===== src/design/c2dv_pkg.sv =====
// Shared types, constants and register codes for the 2-D valid correlation block.
package c2dv_pkg;

  // Field widths fixed by the interface.
  localparam int SAMPLE_W = 16;
  localparam int VALUE_W  = 40;
  localparam int ROW_W    = 12;
  localparam int OCOL_W   = 10;
  localparam int COL_W    = 12;
  localparam int IDX_W    = 6;
  localparam int CFG_W    = 13;

  // Kernel store is addressed as row times KSIDE plus column.
  localparam int KSIDE          = 8;
  localparam int MAX_IMAGE_ROWS = 4096;

  // Defaults for the top-level parameters.
  localparam int DEF_MAX_IMAGE_COLS  = 1024;
  localparam int DEF_MAX_KERNEL_ROWS = 8;
  localparam int DEF_MAX_KERNEL_COLS = 8;

  // Depth of the queue between the front and back parts.
  localparam int QDEPTH = 4;

  typedef enum logic [1:0] {
    REG_IMAGE_ROWS  = 2'd0,
    REG_IMAGE_COLS  = 2'd1,
    REG_KERNEL_ROWS = 2'd2,
    REG_KERNEL_COLS = 2'd3
  } cfg_reg_e;

  typedef enum logic {
    CMD_COEF   = 1'b0,
    CMD_SAMPLE = 1'b1
  } cmd_e;

  // Effective (clamped) configuration.
  typedef struct packed {
    logic [12:0] rows;
    logic [12:0] cols;
    logic [3:0]  krows;
    logic [3:0]  kcols;
  } cfg_t;

  // One classified item as it travels from the front to the back.
  typedef struct packed {
    logic                       is_sample;
    logic [IDX_W-1:0]           idx;
    logic signed [SAMPLE_W-1:0] sample;
    logic [COL_W-1:0]           col;
    logic                       emit;
    logic                       last;
    logic [ROW_W-1:0]           wr;
    logic [OCOL_W-1:0]          wc;
  } item_t;

  // Queue status seen by both sides.
  typedef struct packed {
    logic full;
    logic empty;
  } q_stat_t;

endpackage


===== src/design/c2dv_queue.sv =====
// Short queue of classified items between the front and back parts.
module c2dv_queue import c2dv_pkg::*; (
  input  logic    clk_i,
  input  logic    rst_ni,
  input  logic    push_i,
  input  item_t   item_i,
  input  logic    pop_i,
  output item_t   item_o,
  output q_stat_t stat_o
);

  localparam int PW = $clog2(QDEPTH);

  item_t         buf_q [QDEPTH];
  logic [PW-1:0] wptr_q, rptr_q;
  logic [PW:0]   cnt_q;

  assign stat_o.full  = cnt_q == (PW+1)'(QDEPTH);
  assign stat_o.empty = cnt_q == '0;
  assign item_o       = buf_q[rptr_q];

  // Storage.
  always_ff @(posedge clk_i) begin
    if (push_i) buf_q[wptr_q] <= item_i;
  end

  // Pointers and fill count.
  always_ff @(posedge clk_i or negedge rst_ni) begin
    if (!rst_ni) begin
      wptr_q <= '0;
      rptr_q <= '0;
      cnt_q  <= '0;
    end else begin
      if (push_i) wptr_q <= wptr_q + PW'(1);
      if (pop_i)  rptr_q <= rptr_q + PW'(1);
      case ({push_i, pop_i})
        2'b10:   cnt_q <= cnt_q + (PW+1)'(1);
        2'b01:   cnt_q <= cnt_q - (PW+1)'(1);
        default: ;
      endcase
    end
  end

endmodule


===== config.mk =====
export PLATFORM = sky130hd
export DESIGN_NAME = c2dv_queue
export DESIGN_NICKNAME = d
export VERILOG_FILES = /design/src/design/c2dv_pkg.sv /design/src/design/c2dv_queue.sv
export SDC_FILE = /design/constraint.sdc
export NUM_CORES = 1
export LEC_CHECK = 0
export BUFFER_PORTS_ARGS = -buffer_cell sky130_fd_sc_hd__buf_2
export CELL_PAD_IN_SITES_DETAIL_PLACEMENT = 1
export CELL_PAD_IN_SITES_GLOBAL_PLACEMENT = 2
export CORE_MARGIN = 2
export CORE_UTILIZATION = 45
export DETAILED_ROUTE_END_ITERATION = 6
export PLACE_DENSITY_LB_ADDON = 0.1
export SYNTH_ARGS = -nofsm -noshare
export SYNTH_HDL_FRONTEND = slang
export SYNTH_SLANG_ARGS = --single-unit

===== constraint.sdc =====
create_clock -name clk_i -period 3 [get_ports clk_i]
set_input_delay 0.15 -clock clk_i [delete_from_list [all_inputs] [get_ports clk_i]]
set_output_delay 0.15 -clock clk_i [all_outputs]
set_load 0.05 [all_outputs]

# Word level (Yosys, flattened, before mapping)
# Memory sizes are Yosys's and may differ from the RTL's.
# Index checks and enable logic that the tools add are counted.
# classes
n_addsub	4
multipliers	0
n_div	0
magnitude_cmp	0
eq_ne	3
shifts	0
muxes	3
bitwise	0
reduce_logical	2
# op_table
op	count
one-hot mux 3 bit (2 select lines)	1
adder 2 x 1 -> 2 bit (second input constant)	2
adder 3 x 1 -> 3 bit (second input constant)	1
== test 3 bit (second input constant)	1
zero test 3 bit	1
subtractor 3 x 1 -> 3 bit (second input constant)	1
== test 2 x 1 -> 1 bit (second input constant)	1
== test 2 bit (second input constant)	1
two-way mux 1 bit	2
nonzero test 2 bit	1
# totals
reg_bits	7
latchBits	0
ram_bits	236
rom_bits	0
out_inout_bits	61
memories	1
# memory_table
memory	words	word_bits	read_ports	rd_clocked_by_memory_dff	wr	line	text
buf_q	4	59	1	0	1	c2dv_queue.sv:14	item_t buf_q [QDEPTH];

# Logic depth before layout (Yosys ltp)
# Gate-level depths: netlist (run 1).
# depth
word_depth	2
mapped_depth	7
mapped_depth_nobuf	7

# Worst setup path before layout (run 1)
# OpenSTA, ideal clock, no wires.
# synth_timing
path_type	register to register
start	reg wptr_q[0]
end	mem buf_q[2][0] (netlist name), enable pin
arrival_time_ps	2014
required_ps	2577
setup_slack_ps	563
path_stages_with_launch	4
n_path_buf	0
path_cell_list	dfrtp_1 inv_1 ha_1 and2_1
# synth_lines
element	line	text
start: declaration	c2dv_queue.sv:15	logic [PW-1:0] wptr_q, rptr_q;
start signal: assignment	c2dv_queue.sv:34	if (push_i) wptr_q <= wptr_q + PW'(1);
end: declaration	c2dv_queue.sv:14	
# Straight into the memory's write port.

==> metrics.yaml, run 1 <==
status:
  status: "finished, final reports clean"
synth:
  syn_nets: 415
  synth_top_area_share_pct: 78.93
  syn_avg_cell_area_um2: 25.95
  synth-seq-cells: 243
  synthCells: 346
  ys_seq_area_share_pct: 80.88
  ys_types: 19
  synth_area_leaders: "edfxtp_1, mux4_2, dfrtp_1"
  synth_warnings: 0
  yosysTopAreaCell: "edfxtp_1"
  synth_area_um2: 8979
die:
  initial_core_util_pct: 45.98
  io-pin-count: 124
  row_count: 51
  die_h_um: 145.3
  core_um2: 19530
  dieArea_um2: 21100
  die_width_um: 145.3
finish:
  nets: 621
  layout_common_cells: "edfxtp_1, buf_2, dlygate4sd3_1"
  syn2layout_area_growth_pct: 25.67
  layout_commonest_cell: "edfxtp_1"
  fin_cells: 835
  antennaDiodeCount: 0
  layout-drive-gt1-share_pct: 39.30
timing:
  maxSlewHeadroom_pct: 62.94
  slew_violations: 0
  rsz0062_at_grt: "no"
  finalSetupViolCount: 0
  finalHoldViolCount: 0
  fin_tns_setup_ps: 0
  post-route-period-util_pct: 80.94
  fmax_mhz: 411.8
  tightest_slew_ps: 555.8
  fin_skew_ps: 14.68
  period_needed_ps: 2428
worst_setup_path:
  r2r_end: "buf_q[0][44]"
  worst-path-max-fanout: 27
  cp-startpoint: "rptr_q[0]"
  worst_ep_arrival_time_ps: 2280
  critPathCaptureType: "output port"
  worst-r2r-cell-count: 4
  reg2reg_from: "wptr_q[0]"
  critPathLaunchType: "flop"
  reg2reg_slack_ps: 1200
  worstSetupPathType: "flop to output port"
  critPathRequiredTime_ps: 2850
  crit_end: "item_o[1]"
power:
  ir_drop_mv: 0.6669
  p_leak_nw: 3.927
  power_density_nw_per_um2: 1076
routing:
  routedWlPerCell_um: 20.81
  drtAntennaViolNets: 0
  drcViolationCount: 0
  viasPerCell: 5.097
  drt_iter0_markers: 149
  firstDrtPassIters: 4
  drt-total-wl_um: 17380
  route.vias.total: 4256
placed_design:
  portBuffers: 123
  hpwl_um: 10380
  gp_congestion: 0.6971
  numPlacedInstances: 728
clocking:
  cts_root_buffer: "clkbuf_16"
  cts.sinks: 243
  postCtsHoldBufs: 63
  clk_pin_slew_ps: 60
  clk_path_buf_depth: 3
  cts_resized: 0
  numCtsBuffers: 24
  cts_tree: "built"
  htree_levels: 1
  cts_setup_buffers: 0
  clk_latency_ps: 510
global_routing:
  antenna_found_initial: 0
  grt_pass1_vias: 4789
  grt_pass1_wl_um: 27460
  globalRouteOverflowTotal: 0
  grt_use_total_pct: 16.80
  grt_max_degree: 40
hold_path:
  hold_path.class: "primary input to flop"
  min_from: "item_i[41]"
job:
  cap_violations: 0
## state kept, by name, indices dropped and copies added (netlist names)
register / flops
rptr_q: 2
buf_q: 236
wptr_q: 2
cnt_q: 3
## final cells by class
type                            instances  area [µm²]
Timing Repair Buffer                  194        1394
Clock inverter                         15       88.84
Inverter                                6       22.52
Clock buffer                           29       640.6
Sequential cell                       243        7267
Multi-Input combinational cell         83        1539
Tap cell                              265       331.6
Fill cell                            1739        8243
## synth_stat cells, drive strengths merged
cell	number
nor2	1
and3	1
inv	6
xnor2	2
xor2	4
ha	5
clkbuf	1
buf	13
dfrtp	7
nor3	1
and2	4
fa	1
edfxtp	236
nand2	3
mux4	59
o21ai	2
## power by group
part | leakage (nW) | total, mW | internal, mW | switching [mW]
registers | 2.25 | 4.71 | 4.44 | 0.269
logic | 1.33 | 4.64 | 1.46 | 3.18
clock network | 0.352 | 2.79 | 1.59 | 1.19
total | 3.93 | 12.1 | 7.50 | 4.64
## worst max-delay path, cell delays in order, from the launching register on
cell	delay, ps
dfrtp_4	650
buf_12	300
mux4_2	570
buf_2	240
## kinds of logic after synthesis
family          Yosys count  synth area share [%]
flops                   243                 80.88
mux                      59                 14.84
buf+inv                  20                 2.090
simple gates             10                0.5712
xor+xnor                  6                0.5853
fa+ha+maj                 6                0.9197
compound gates            2                0.1115
## metal layers
layer	vias to the layer above	part of all wire, %	GRT usage [%]
met2	110	50	28.08
met5	-	0	0
li1	1888	-	-
met3	21	5.6	4.119
met1	2237	43	22.72
met4	0	1.3	3.578
## through the flow
step                      setup WS [ps]  power [mW]  area, µm²  hold slack (ps)  util, %
after floorplan                   563.0       8.432       8979           -145.6        -
after CTS                         498.0       12.34      11280            357.4    57.79
after global placement             1044       9.389       9923           -9.743    50.82
final                             571.8       12.14      11280            392.1    57.79
after global routing              426.9       12.68      11280            378.7    57.79
after detailed placement           1043       9.465       9923           -7.197    50.82
## how the worst min path moves through the flow
| stage | endpoint | slack (ps) | cells after the start |
|---|---|---|---|
| after floorplan | cnt_q[0] | -150 | 0 |
| after global placement | cnt_q[1] | -10 | 1 |
| after detailed placement | cnt_q[1] | -7 | 1 |
| after CTS | buf_q[3][41] | 360 | 2 |
| after global routing | buf_q[3][51] | 380 | 2 |
| final | buf_q[0][41] | 390 | 2 |
Note: power is estimated with default switching activity, not from simulation.
==> run 2: changes to the inputs <==
CORE_UTILIZATION = 40   (was 45)
clock period = 2.1 ns   (was 3 ns; I/O delays follow)
==> run 2 against run 1 <==
Compared with the run above: the flow now finishes with violations (negative setup slack); first-iteration DRC count grew 8.1%; clock skew decreased by 5.7 ps; global-route usage is 1.3 points lower; setup slack got worse by 590 ps; cell area grew 8.3%; core utilization is 2.1 points lower; via count grew 2.0%; sequential share of layout area down 4.9 points; critical endpoint unchanged.
==> metrics.yaml, run 2 (synthesis results as in run 1) <==
routing:
  route.vias.total: 4339  # was 4256
  drt_iter0_markers: 161  # was 149
  drt-total-wl_um: 18400  # was 17380 µm
  firstDrtPassIters: 4  # unchanged
  routedWlPerCell_um: 21.20  # was 20.81 µm
  drtAntennaViolNets: 0  # unchanged
  viasPerCell: 4.999  # was 5.097
  drcViolationCount: 0  # unchanged
power:
  ir_drop_mv: 0.9261  # was 0.6669 mV
  clockPowerShare_pct: 24.0  # was 22.9%
  switching_share_pct: 35.27  # was 38.19%
  switching_power_mw: 7.113  # was 4.636 mW
  power_density_nw_per_um2: 1650  # was 1076 nW/µm²
  pwr-share-comb_pct: 43.2  # was 38.2%
  p_int_mw: 13.05  # was 7.504 mW
  power_frac_seq_pct: 32.7  # was 38.8%
  p_total_mw: 20.17  # was 12.14 mW
  p_leak_nw: 4.304  # was 3.927 nW
finish:
  regMostFlops: "buf_q"  # unchanged
  largest_reg_flops: 236  # unchanged
  syn2layout_area_growth_pct: 36.11  # was 25.67%
  layout-drive-gt1-share_pct: 42.52  # was 39.30%
  reg_top3: "buf_q (236), cnt_q (3)"  # unchanged
  layout_commonest_cell: "edfxtp_1"  # unchanged
  fin_cells: 868  # was 835
  final_util_pct: 55.65  # was 57.79%
  n_fill_cell: 1884  # was 1739
  nets: 638  # was 621
  antennaDiodeCount: 0  # unchanged
  layout_common_cells: "edfxtp_1, buf_2, dlygate4sd3_1"  # unchanged
  stdcell_area_um2: 12220  # was 11280 µm²
worst_setup_path:
  worstSetupPathType: "flop to output port"  # unchanged
  crit_end: "item_o[1]"  # unchanged
  cp.depth: 4  # was 3
  reg2reg_from: "wptr_q[0]"  # unchanged
  worst_ep_arrival_time_ps: 2010  # was 2280 ps
  crit_path_max_incr_delay_ps: 550  # was 650 ps
  cp-startpoint: "rptr_q[0]"  # unchanged
  critPathCaptureType: "output port"  # unchanged
  crit_family: "multiplexers"  # was flip-flops
  crit_slowest_cell: "mux4_2"  # was dfrtp_4
  cp_num_buf_inv: 3  # was 2
  worst-path-max-fanout: 8  # was 27
  worst-r2r-cell-count: 4  # unchanged
  critPathRequiredTime_ps: 2000  # was 2850 ps
  r2r_end: "buf_q[2][6]"  # was buf_q[0][44]
  crit_chain: "buf_12 > buf_16 > mux4_2 > buf_6"  # was buf_12 > mux4_2 > buf_2
  critPathLaunchType: "flop"  # unchanged
  reg2reg_slack_ps: 460  # was 1200 ps
timing:
  finalWorstSetupSlack_ps: -18.68  # was 571.8 ps
  finalHoldViolCount: 0  # unchanged
  fin_skew_ps: 8.966  # was 14.68 ps
  rsz0062_at_grt: "yes"  # was no
  fmax_mhz: 472.0
  finalSetupViolCount: 11  # was 0
  tightest_slew_ps: 403.0  # was 555.8 ps
  period_needed_ps: 2119
  post-route-period-util_pct: 100.9
  maxSlewHeadroom_pct: 73.13  # was 62.94%
  slew_violations: 0  # unchanged
die:
  die_h_um: 153.8  # was 145.3 µm
  row_count: 54  # was 51
  die_width_um: 153.8  # was 145.3 µm
  core_um2: 21960  # was 19530 µm²
  io-pin-count: 124  # unchanged
  initial_core_util_pct: 40.89  # was 45.98%
  dieArea_um2: 23660  # was 21100 µm²
global_routing:
  grt_max_degree: 61  # was 40
  grt_pass1_vias: 4821  # was 4789
  globalRouteOverflowTotal: 0  # unchanged
  antenna_found_initial: 0  # unchanged
  grt_pass1_wl_um: 27770  # was 27460 µm
  grt_use_total_pct: 15.46  # was 16.80%
placed_design:
  hpwl_um: 10000  # was 10380 µm
  numPlacedInstances: 746  # was 728
  place_area_um2: 10010  # was 9923 µm²
  portBuffers: 123  # unchanged
  gp_congestion: 0.6559  # was 0.6971
  dpl_worst_slack_ps: 305.8  # was 1043 ps
job:
  cap_violations: 0  # unchanged
status:
  status: "finished, violations left"  # was finished, final reports clean
  violations: "negative setup slack"
clocking:
  cts_root_buffer: "clkbuf_16"  # unchanged
  clk_pin_slew_ps: 60  # about the same
  cts_tree: "built"  # unchanged
  clk_latency_ps: 510  # about the same
  cts.sinks: 243  # unchanged
  clk_path_buf_depth: 3  # unchanged
  numCtsBuffers: 26  # was 24
  htree_levels: 1  # unchanged
hold_path:
  hold_path.class: "primary input to flop"  # unchanged
-- run 2: cell type report --
cell class / count / area [µm²] / area share [%]
inverter: 6 / 22.52 / 0.1843
clock inverter: 14 / 222.7 / 1.822
tap: 280 / 350.3 / 2.867
clock buffer: 33 / 698.2 / 5.713
multi-input combinational: 83 / 1535 / 12.56
timing repair buffer: 209 / 2125 / 17.39
sequential: 243 / 7267 / 59.47
-- run 2: how the worst min path moves through the flow --
stage	start	to	slack [ps]	cells after the start
after floorplan	rst_ni	cnt_q[0]	-190	0
after global placement	rst_ni	cnt_q[0]	-50	1
after detailed placement	rst_ni	cnt_q[0]	-50	1
after CTS	item_i[52]	buf_q[2][52]	320	2
after global routing	item_i[51]	buf_q[2][51]	340	2
final	item_i[52]	buf_q[3][52]	340	2
-- run 2: through the flow --
stage / hold slack [ps] / TNS (ps)
after floorplan: -190.6 / 0
after global placement: -49.24 / 0
after detailed placement: -45.21 / 0
after CTS: 318.6 / -1855
after global routing: 336.9 / -2238
final: 343.3 / -93.36
-- run 2: repair_timing --
action / CTS / global route
pin swaps: 0 / 0
gates resized for setup: 108 / 25
buffers inserted: 4 / 2
hold buffers: 63 / 0
gates cloned: 4 / 2
endpoints found under the setup margin: 54 / 59
endpoints found under the hold margin: 247 / 0
-- run 2: power groups by stage --
stage                     Combinational, mW  Clock, mW  Sequential (mW)
after global placement                 6.87          0             6.67
final                                  8.72       4.85             6.60
after detailed placement               6.86          0             6.73
after floorplan                        5.43          0             6.59
after global routing                   9.12       5.15             6.68
after CTS                              8.44       4.96             6.61
-- run 2: layer usage --
layer	track usage, %	part of all wire [%]	vias up
met3	3.608	4.9	18
li1	-	-	1925
met1	20.60	44	2293
met2	26.25	50	103
met4	3.338	1.0	0
met5	0	0	-
