## src/design/c2dv_pkg.sv

```systemverilog
// Shared types, constants and register codes for the 2-D valid correlation block.
package c2dv_pkg;

  // Field widths fixed by the interface.
  localparam int SAMPLE_W = 16;
  localparam int VALUE_W  = 40;
  localparam int ROW_W    = 12;
  localparam int OCOL_W   = 10;
  localparam int COL_W    = 12;
  localparam int IDX_W    = 6;
  localparam int CFG_W    = 13;

  // Kernel store is addressed as row times KSIDE plus column.
  localparam int KSIDE          = 8;
  localparam int MAX_IMAGE_ROWS = 4096;

  // Defaults for the top-level parameters.
  localparam int DEF_MAX_IMAGE_COLS  = 1024;
  localparam int DEF_MAX_KERNEL_ROWS = 8;
  localparam int DEF_MAX_KERNEL_COLS = 8;

  // Depth of the queue between the front and back parts.
  localparam int QDEPTH = 4;

  typedef enum logic [1:0] {
    REG_IMAGE_ROWS  = 2'd0,
    REG_IMAGE_COLS  = 2'd1,
    REG_KERNEL_ROWS = 2'd2,
    REG_KERNEL_COLS = 2'd3
  } cfg_reg_e;

  typedef enum logic {
    CMD_COEF   = 1'b0,
    CMD_SAMPLE = 1'b1
  } cmd_e;

  // Effective (clamped) configuration.
  typedef struct packed {
    logic [12:0] rows;
    logic [12:0] cols;
    logic [3:0]  krows;
    logic [3:0]  kcols;
  } cfg_t;

  // One classified item as it travels from the front to the back.
  typedef struct packed {
    logic                       is_sample;
    logic [IDX_W-1:0]           idx;
    logic signed [SAMPLE_W-1:0] sample;
    logic [COL_W-1:0]           col;
    logic                       emit;
    logic                       last;
    logic [ROW_W-1:0]           wr;
    logic [OCOL_W-1:0]          wc;
  } item_t;

  // Queue status seen by both sides.
  typedef struct packed {
    logic full;
    logic empty;
  } q_stat_t;

endpackage

```

## src/design/c2dv_front.sv

```systemverilog
// Front part: configuration registers, frame counters and item classification.
module c2dv_front import c2dv_pkg::*; #(
  parameter int MAX_IMAGE_COLS  = DEF_MAX_IMAGE_COLS,
  parameter int MAX_KERNEL_ROWS = DEF_MAX_KERNEL_ROWS,
  parameter int MAX_KERNEL_COLS = DEF_MAX_KERNEL_COLS
) (
  input  logic                       clk_i,
  input  logic                       rst_ni,
  input  logic                       cfg_we_i,
  input  logic [1:0]                 cfg_idx_i,
  input  logic [CFG_W-1:0]           cfg_wdata_i,
  input  logic                       in_valid_i,
  input  logic                       in_ready_i,
  input  logic                       cmd_i,
  input  logic [IDX_W-1:0]           coef_index_i,
  input  logic signed [SAMPLE_W-1:0] sample_i,
  output logic                       push_o,
  output item_t                      item_o,
  output cfg_t                       cfg_o
);

  localparam int KR_L = (MAX_KERNEL_ROWS < KSIDE) ? MAX_KERNEL_ROWS : KSIDE;
  localparam int KC_L = (MAX_KERNEL_COLS < KSIDE) ? MAX_KERNEL_COLS : KSIDE;

  logic [12:0]      img_rows_q;
  logic [10:0]      img_cols_q;
  logic [3:0]       ker_rows_q, ker_cols_q;
  logic [12:0]      rows_eff, cols_eff, cols_raw;
  logic [3:0]       kr_eff, kc_eff;
  logic [ROW_W-1:0] row_q, row_d;
  logic [COL_W-1:0] col_q, col_d;
  logic             accept, smp, row_end, frame_end;

  // Register writes.
  always_ff @(posedge clk_i or negedge rst_ni) begin
    if (!rst_ni) begin
      img_rows_q <= 13'd8;
      img_cols_q <= 11'd8;
      ker_rows_q <= 4'd3;
      ker_cols_q <= 4'd3;
    end else if (cfg_we_i) begin
      unique case (cfg_reg_e'(cfg_idx_i))
        REG_IMAGE_ROWS:  img_rows_q <= cfg_wdata_i;
        REG_IMAGE_COLS:  img_cols_q <= cfg_wdata_i[10:0];
        REG_KERNEL_ROWS: ker_rows_q <= cfg_wdata_i[3:0];
        REG_KERNEL_COLS: ker_cols_q <= cfg_wdata_i[3:0];
        default: ;
      endcase
    end
  end

  // Clamp the registers to their usable ranges.
  always_comb begin
    cols_raw = 13'(img_cols_q);
    if (img_rows_q == 13'd0) rows_eff = 13'd1;
    else if (img_rows_q > 13'(MAX_IMAGE_ROWS)) rows_eff = 13'(MAX_IMAGE_ROWS);
    else rows_eff = img_rows_q;
    if (cols_raw == 13'd0) cols_eff = 13'd1;
    else if (cols_raw > 13'(MAX_IMAGE_COLS)) cols_eff = 13'(MAX_IMAGE_COLS);
    else cols_eff = cols_raw;
    if (ker_rows_q == 4'd0) kr_eff = 4'd1;
    else if (ker_rows_q > 4'(KR_L)) kr_eff = 4'(KR_L);
    else kr_eff = ker_rows_q;
    if (ker_cols_q == 4'd0) kc_eff = 4'd1;
    else if (ker_cols_q > 4'(KC_L)) kc_eff = 4'(KC_L);
    else kc_eff = ker_cols_q;
  end

  assign cfg_o = '{rows: rows_eff, cols: cols_eff, krows: kr_eff, kcols: kc_eff};

  assign accept    = in_valid_i && in_ready_i;
  assign smp       = accept && (cmd_e'(cmd_i) == CMD_SAMPLE);
  assign row_end   = (13'(col_q) + 13'd1) == cols_eff;
  assign frame_end = (13'(row_q) + 13'd1) == rows_eff;

  // Raster position of the next sample.
  always_comb begin
    row_d = row_q;
    col_d = col_q;
    if (cfg_we_i) begin
      row_d = '0;
      col_d = '0;
    end else if (smp) begin
      if (row_end) begin
        col_d = '0;
        row_d = frame_end ? '0 : row_q + ROW_W'(1);
      end else begin
        col_d = col_q + COL_W'(1);
      end
    end
  end

  always_ff @(posedge clk_i or negedge rst_ni) begin
    if (!rst_ni) begin
      row_q <= '0;
      col_q <= '0;
    end else begin
      row_q <= row_d;
      col_q <= col_d;
    end
  end

  // Classify the item and work out its window position.
  always_comb begin
    item_o.is_sample = (cmd_e'(cmd_i) == CMD_SAMPLE);
    item_o.idx       = coef_index_i;
    item_o.sample    = sample_i;
    item_o.col       = col_q;
    item_o.emit      = ((13'(row_q) + 13'd1) >= 13'(kr_eff)) &&
                       ((13'(col_q) + 13'd1) >= 13'(kc_eff));
    item_o.last      = row_end && frame_end;
    item_o.wr        = row_q + ROW_W'(1) - ROW_W'(kr_eff);
    item_o.wc        = OCOL_W'(col_q + COL_W'(1) - COL_W'(kc_eff));
  end

  assign push_o = accept;

endmodule

```

## config.mk

```make
export PLATFORM = sky130hd
export DESIGN_NAME = c2dv_front
export DESIGN_NICKNAME = d
export VERILOG_FILES = /design/src/design/c2dv_pkg.sv /design/src/design/c2dv_front.sv
export SDC_FILE = /design/constraint.sdc
export NUM_CORES = 1
export LEC_CHECK = 0
export ABC_CLOCK_PERIOD_IN_PS = 3500
export BUFFER_PORTS_ARGS = -buffer_cell sky130_fd_sc_hd__buf_2
export CORE_ASPECT_RATIO = 1.25
export CORE_UTILIZATION = 53
export DETAILED_ROUTE_END_ITERATION = 8
export GPL_ROUTABILITY_DRIVEN = 0
export GPL_TIMING_DRIVEN = 0
export PLACE_DENSITY = 0.82
export SYNTH_ARGS = -nofsm -noshare
export SYNTH_HDL_FRONTEND = slang
export SYNTH_SLANG_ARGS = --single-unit
```

## constraint.sdc

```tcl
create_clock -name clk_i -period 3.5 [get_ports clk_i]
set_input_delay 0.7 -clock clk_i [delete_from_list [all_inputs] [get_ports clk_i]]
set_output_delay 0.7 -clock clk_i [all_outputs]
set_load 0.05 [all_outputs]
```

Word level (Yosys, flattened, before mapping)
Cells that the tools add are included.

Register bits: 56. Word-level logic and storage cells: 54. Output and inout port bits: 94. Input port bits: 43.

Multiplexer cells: 15. $add $sub $neg: 6. Order comparisons: 6. Reduce and logical (&&, ||, !) cells: 16. Equality and inequality tests: 5.

Operator list (number): $mux W12 (7); $add A12 B1 Y13 const B (2); $eq A13 B13 Y1 (2); $ge A13 B4 Y1 (2); $mux W13 (2); $add A12 B1 Y12 const B (2); $mux W11 (2); $mux W4 (4); $gt A13 B13 Y1 const B (1); $logic_not A13 Y1 (1); $sub A12 B4 Y12 (1); $gt A11 B11 Y1 const B (1); $logic_not A11 Y1 (1); $reduce_and A2 Y1 (5); $sub A10 B4 Y10 (1); $gt A4 B4 Y1 const B (2); $logic_not A4 Y1 (2); $eq A2 B2 Y1 const B (2); $logic_and A1 B1 Y1 (4); $reduce_bool A2 Y1 (2); $eq A2 B1 Y1 const B (1); $logic_not A2 Y1 (1).

Longest topological paths before layout
Gate-level depths: netlist of run 1.

Depth after elaboration: 8. Depth in mapped cells: 12. Mapped depth without buffers: 12.

Worst setup path after synthesis of run 1
Ideal clock, no wire load.

Path type: flip-flop to output port. From: register ker_rows_q[0]. To: output port item_o[20] (netlist bit). Data arrival time: 3.521 ns. Cell stages (with the launch flop): 12. Buffers on the path: 0. Path slack: -0.721 ns. Data required time: 2.800 ns. Cell sequence: dfstp_2 > nor2_1 > nor2_1 > ha_1 > inv_1 > fa_1 > a21o_1 > a21oi_1 > nand3_1 > nor2_1 > nand3_1 > xor2_1.

RTL lines: start: declaration (line c2dv_front.sv:27) `logic [3:0] ker_rows_q, ker_cols_q;`; start signal: assignment (line c2dv_front.sv:45) `REG_KERNEL_ROWS: ker_rows_q <= cfg_wdata_i[3:0];`; end: declaration (line c2dv_front.sv:18) `output item_t item_o,`.

==> results.cfg, run 1 <==
[timing]
max_slew_margin_pct = 49.49
final-setup-viol-count = 2
setup_ws_ps = -22.37
finalClockSkew_ps = 7.907
slew_violations = 0
whs_ps = 386.3
final.min_clock_period_ps = 3522
max_slew.worst_pin.slew_ps = 756.1
rsz0062_at_grt = true
fmax_mhz = 283.9
min_period_over_period_pct = 100.6
hold_violations = 0

[hold_path]
hold_path_class = in2async

[logic_synthesis]
synth_area_um2 = 4624
synth_seq_area_share_pct = 30.47
synth_ff_type = dfrtp_1
synth_top_cell_area_share_pct = 27.06
ys_ff_latch = 56
synth-edff-count = 0
ys_types = 82
synth_warnings = 0
async_flop_share_pct = 100.0
synthTopCellsByArea = dfrtp_1 (27%), mux2_2 (7.3%), buf_4 (4.5%), xnor2_1 (3.6%), dfstp_2 (3.4%)
avgSynthCellArea_um2 = 9.068
synth_top_area_cell = dfrtp_1
netlist_instances = 510

[drt]
met3_length_um = 918
wl_per_cell_um = 18.06
wl_met2_um = 7025
vias = 4582
route.detailed.drc = 0
first_iter_violations = 366
drt-met1-wl_um = 5243
avgViaCountPerCell = 6.053
drt_wl_total_um = 13670
top_layer = met4
ant_nets = 0
first_pass_iters = 5

[clock_tree]
clkSlewWorstSetupHoldPaths_ps = 110
cts_max_level = 2
cts_made_buffers = 5
clk_path_buf_depth = 2
clk-insertion-delay-late_ps = 330
clock_sinks = 56
cts_tree = built
clk_root_buffer_cell = clkbuf_8

[finish]
final_cell_mix = buf_2 (104), buf_4 (61), dfrtp_1 (41), nand2_1 (35)
area_growth_pct = 31.79
num_antenna_cells = 0
drive_above_1_share_pct = 46.06
fin_cells = 757
finalNetCount = 714
layout_commonest_cell = buf_2
final_cell_area_um2 = 6095

[outcome]
status = finished, violations left
violations = setup timing

[global_route]
grt_max_degree = 57
grt_pass1_vias = 4319
grt_usage_pct = 29.94
overflow = 0
grt_pass1_wl_um = 21310
antenna_found_initial = 0

[worst_setup_path]
start_kind = flop
ff2ff_path_depth = 11
criticalPathCategory = reg2out
endpoint_kind = output pin
cp_max_fo = 8
worstPathArrival_ps = 2820
required_ps = 2800

[die]
ios = 137
die_x_um = 85.55
start_util_pct = 55.50
core.rowCount = 37
die_area_um2 = 9106
core_um2 = 8333
die_y_um = 106.4

[pwr]
p_per_area_nw_per_um2 = 466.5
leakage_nw = 2.830
vdd_ir_drop_max_uv = 467.6

[place]
dp.cells = 720
dpl-instance-area_um2 = 5400
hpwl_um = 9653
port_buffers = 112

[flow_run]
cap_violations = 0
[routing by layer]
| metal | GRT usage [%] | vias up |
|---|---|---|
| met5 | 0 | - |
| met3 | 3.649 | 51 |
| met2 | 52.80 | 258 |
| met4 | 12.98 | 0 |
| li1 | - | 2091 |
| met1 | 36.48 | 2182 |
[cell type report]
class / instances / area [um2]
Fill cell: 618 / 2238
Clock inverter: 3 / 28.78
Clock buffer: 5 / 68.82
Multi-Input combinational cell: 378 / 3189
Tap cell: 97 / 121.4
Sequential cell: 56 / 1420
Timing Repair Buffer: 142 / 837.1
Buffer: 48 / 324.1
Inverter: 28 / 105.1
[state kept, by name (all words and copies together), names as in the netlist]
signal,flops
img_rows_q,13
ker_cols_q,4
col_q,12
ker_rows_q,4
img_cols_q,11
row_q,12
[worst paths after layout]
kind                                              end  slack [ps]                       start
min in group clk_i         img_rows_q[11]$_DFFE_PN0P_         550  img_rows_q[11]$_DFFE_PN0P_
setup / recovery                           item_o[22]         -20        row_q[0]$_DFFE_PN0P_
setup reg to reg                 row_q[9]$_DFFE_PN0P_         520        row_q[0]$_DFFE_PN0P_
hold reg to reg            img_rows_q[11]$_DFFE_PN0P_         550  img_rows_q[11]$_DFFE_PN0P_
max in group asynchronous   img_rows_q[2]$_DFFE_PN0P_        2590                      rst_ni
hold / removal                   col_q[1]$_DFFE_PN0P_         390                      rst_ni
[kinds of logic (layout without fill, tap and decap cells)]
| kind of cell | Yosys count | count (layout) | share of synthesized area (%) |
|---|---|---|---|
| other | 1 | 2 | 0.08109 |
| multiplexers | 32 | 32 | 7.738 |
| flip-flops | 56 | 56 | 30.47 |
| AND/OR/NAND/NOR | 187 | 187 | 23.19 |
| XOR/XNOR | 40 | 40 | 9.064 |
| adder cells (fa/ha/maj) | 12 | 12 | 3.571 |
| AO/OA/AOI/OAI | 105 | 105 | 16.86 |
| buffers and inverters | 77 | 226 | 9.037 |
[worst max-delay path, cell delays in order (launching register included)]
cell,delay (ps)
dfrtp_2,440
ha_4,230
nand4_4,160
or4_4,550
and2_4,210
a32o_1,260
nor4_4,210
nand2_1,110
nor2_2,130
buf_6,170
[metrics by stage]
step | power [mW] | util, % | setup TNS (ps) | setup WS (ps)
after floorplan | 1.941 | - | -312.3 | -173.7
after global placement | 2.230 | 64.80 | -794.8 | -214.8
after detailed placement | 2.256 | 64.80 | -1195 | -312.6
after CTS | 2.752 | 70.56 | 0 | 1.007
after global routing | 2.969 | 73.14 | -356.6 | -112.1
final | 2.843 | 73.14 | -28.18 | -22.37
[cell usage after synthesis, types with 13 or more instances]
master and n:
buf_4 28, xor2_1 16, o21ai_0 25, nor2b_1 24, nand3_1 19, dfrtp_1 50
nand2_1 37, mux2_2 30, clkbuf_1 14, xnor2_1 19, nor2_1 35, inv_1 28
a21oi_1 13
[power breakdown]
part / total, mW / switching [mW] / internal (mW)
sequential: 0.822 / 0.0930 / 0.729
clock: 0.399 / 0.248 / 0.152
combinational: 1.62 / 1.08 / 0.541
total: 2.84 / 1.42 / 1.42
[repair_timing]
item,CTS,global route
hold buffers,0,0
buffers inserted,17,13
resized for setup,51,34
setup endpoints to repair,10,12
pin swaps,13,14
Power figures use the tool's default switching activity.
==> run 2, diff against run 1 <==
--- a/config.mk
+++ b/config.mk
@@ -13,6 +13,7 @@
 export GPL_ROUTABILITY_DRIVEN = 0
 export GPL_TIMING_DRIVEN = 0
 export PLACE_DENSITY = 0.82
+export RECOVER_POWER = 50
 export SYNTH_ARGS = -nofsm -noshare
 export SYNTH_HDL_FRONTEND = slang
 export SYNTH_SLANG_ARGS = --single-unit
==> run 2 against run 1 <==
  * The flow still finishes with violations (setup timing)
  * Sequential power is essentially flat
  * Cell area decreased by 0.74%
  * Clock skew is essentially flat
  * Via count hardly changed
  * Routed wire length grew 0.75%
  * Cell count stayed put
  * Global-route usage did not move
  * Count of clock-buffer cells in the layout unchanged
  * Clock power barely moved
  * Worst setup slack got worse by 4.8 ps
  * Highest routed layer unchanged
==> results.cfg, run 2 (synthesis gave the netlist of run 1 again) <==
[drt]
avgViaCountPerCell = 6.052
wl_per_cell_um = 18.20
route.detailed.drc = 0
vias = 4581
ant_nets = 0
first_pass_iters = 5
first_iter_violations = 298
drt_wl_total_um = 13780

[clock_tree]
cts_made_buffers = 5
clk_root_buffer_cell = clkbuf_8
cts_max_level = 2
clk_path_buf_depth = 2
clock_sinks = 56
cts_hold_buf = 0
clkSlewWorstSetupHoldPaths_ps = 110
clk-insertion-delay-late_ps = 330
cts_tree = built

[global_route]
antenna_found_initial = 0
grt_pass1_vias = 4319
overflow = 0
grt_usage_pct = 29.94
grt_use_met3_pct = 3.649
use_met2_pct = 52.80
grt_max_degree = 57
grt.met1_usage_pct = 36.48
grt_pass1_wl_um = 21310
top_usage_layer = met2

[outcome]
status = finished, violations left
violations = setup timing

[finish]
multiInputGateArea_um2 = 3189
top_regs = img_rows_q: 13 flops, col_q: 12 flops, row_q: 12 flops
drive_above_1_share_pct = 40.91
seq_area_um2 = 1420
fill_cells = 628
regMostFlops = img_rows_q
area_growth_pct = 30.82
num_antenna_cells = 0
finalNetCount = 714
final_cell_area_um2 = 6050
largest_reg_flops = 13
final_cell_mix = buf_2 (70), buf_4 (60), clkbuf_1 (47), dfrtp_1 (41), nand2_1 (35)
layout_commonest_cell = buf_2

[timing]
rsz0062_at_grt = true
final-setup-viol-count = 2
hold_violations = 0
min_period_over_period_pct = 100.8
setup_ws_ps = -27.17
max_slew.worst_pin.slew_ps = 1394
slew_violations = 0
whs_ps = 554.4
finalClockSkew_ps = 7.975
max_slew_margin_pct = 7.058
timing.setup.tns_ps = -36.26
fmax_mhz = 283.5
final.min_clock_period_ps = 3527

[worst_setup_path]
start_kind = flop
cpPeakStageDelay_ps = 550
ff2ff_path_depth = 11
endpoint_kind = output pin
r2r-end = row_q[9]$_DFFE_PN0P_
worstPathArrival_ps = 2830
cp_max_fo = 8
cp_cell_sequence = ha_4, nand4_4, or4_4, and2_4, a32o_1, nor4_4, nand2_1, nor2_2, buf_6
crit_start = row_q[0]$_DFFE_PN0P_
criticalPathCategory = reg2out
required_ps = 2800
rrSetupSlack_ps = 520
crit_slowest_cell = or4_4
r2r_start = row_q[0]$_DFFE_PN0P_
crit_end = item_o[22]

[die]
die_area_um2 = 9106
die_x_um = 85.55
ios = 137
die_y_um = 106.4
core_um2 = 8333
start_util_pct = 55.50
core.rowCount = 37

[place]
pre_cts_slack_ps = -312.6
dpl-instance-area_um2 = 5400
hpwl_um = 9653
port_buffers = 112

[pwr]
design_power_total_mw = 2.844
p_per_area_nw_per_um2 = 470.1
leakage_nw = 2.720
vdd_ir_drop_max_uv = 468.0

[flow_run]
cap_violations = 0

[hold_path]
hold_path_class = reg2reg
## run 2: cell types whose count changed in the layout (fill, tap and decap cells not counted), sizes merged
cell / change
clkbuf: +35
buf: -35
## run 2: layout make-up
| class | instances | area share (%) |
|---|---|---|
| plain buffers | 48 | 5.357 |
| clock buffers | 5 | 1.138 |
| clock inverters | 3 | 0.4757 |
| inverters | 28 | 1.737 |
| multi-input cells | 378 | 52.72 |
| flip-flops and latches | 56 | 23.47 |
| well taps | 97 | 2.006 |
| repair buffers | 142 | 13.09 |
## run 2: worst max-delay path: cells and delay by family, from the launching register on
family | cells | cell delay, ps
AO/OA/AOI/OAI | 1 | 260
adder cells (fa/ha/maj) | 1 | 230
buffers and inverters | 1 | 170
flip-flops | 1 | 450
AND/OR/NAND/NOR | 6 | 1360
## run 2: what timing repair did
action,CTS,global route
setup buffers,17,13
gates resized for setup,51,34
pin swaps,13,14
hold endpoints to repair,0,0
endpoints found under the setup margin,10,12
## run 2: where the power goes
| group | switching [mW] | internal, mW |
|---|---|---|
| Combinational | 1.08 | 0.536 |
| Sequential | 0.0940 | 0.729 |
| Clock | 0.250 | 0.152 |
| Total | 1.43 | 1.42 |
## run 2: worst min-delay path by stage
stage                                           from                    endpoint  slack [ps]  depth (start not counted)
after floorplan                               rst_ni        col_q[0]$_DFFE_PN0P_         400                          0
after global placement    img_rows_q[10]$_DFFE_PN0P_  img_rows_q[10]$_DFFE_PN0P_         510                          1
after detailed placement  img_rows_q[11]$_DFFE_PN0P_  img_rows_q[11]$_DFFE_PN0P_         520                          1
after CTS                 img_rows_q[11]$_DFFE_PN0P_  img_rows_q[11]$_DFFE_PN0P_         550                          1
after global routing       ker_rows_q[2]$_DFFE_PN0P_   ker_rows_q[2]$_DFFE_PN0P_         580                          1
final                     img_rows_q[11]$_DFFE_PN0P_  img_rows_q[11]$_DFFE_PN0P_         550                          1
## run 2: metal layers
layer  wire, um  up-vias
met5          0        -
met4        515        0
met3        927       50
met2       7010      254
met1       5322     2194
li1           -     2083
## run 2: stage by stage
stage | instances | util [%]
global placement | 720 | 64.80
detailed placement | 720 | 64.80
floorplan | 511 | -
finish | 757 | 72.60
global route | 757 | 72.60
CTS | 744 | 70.56
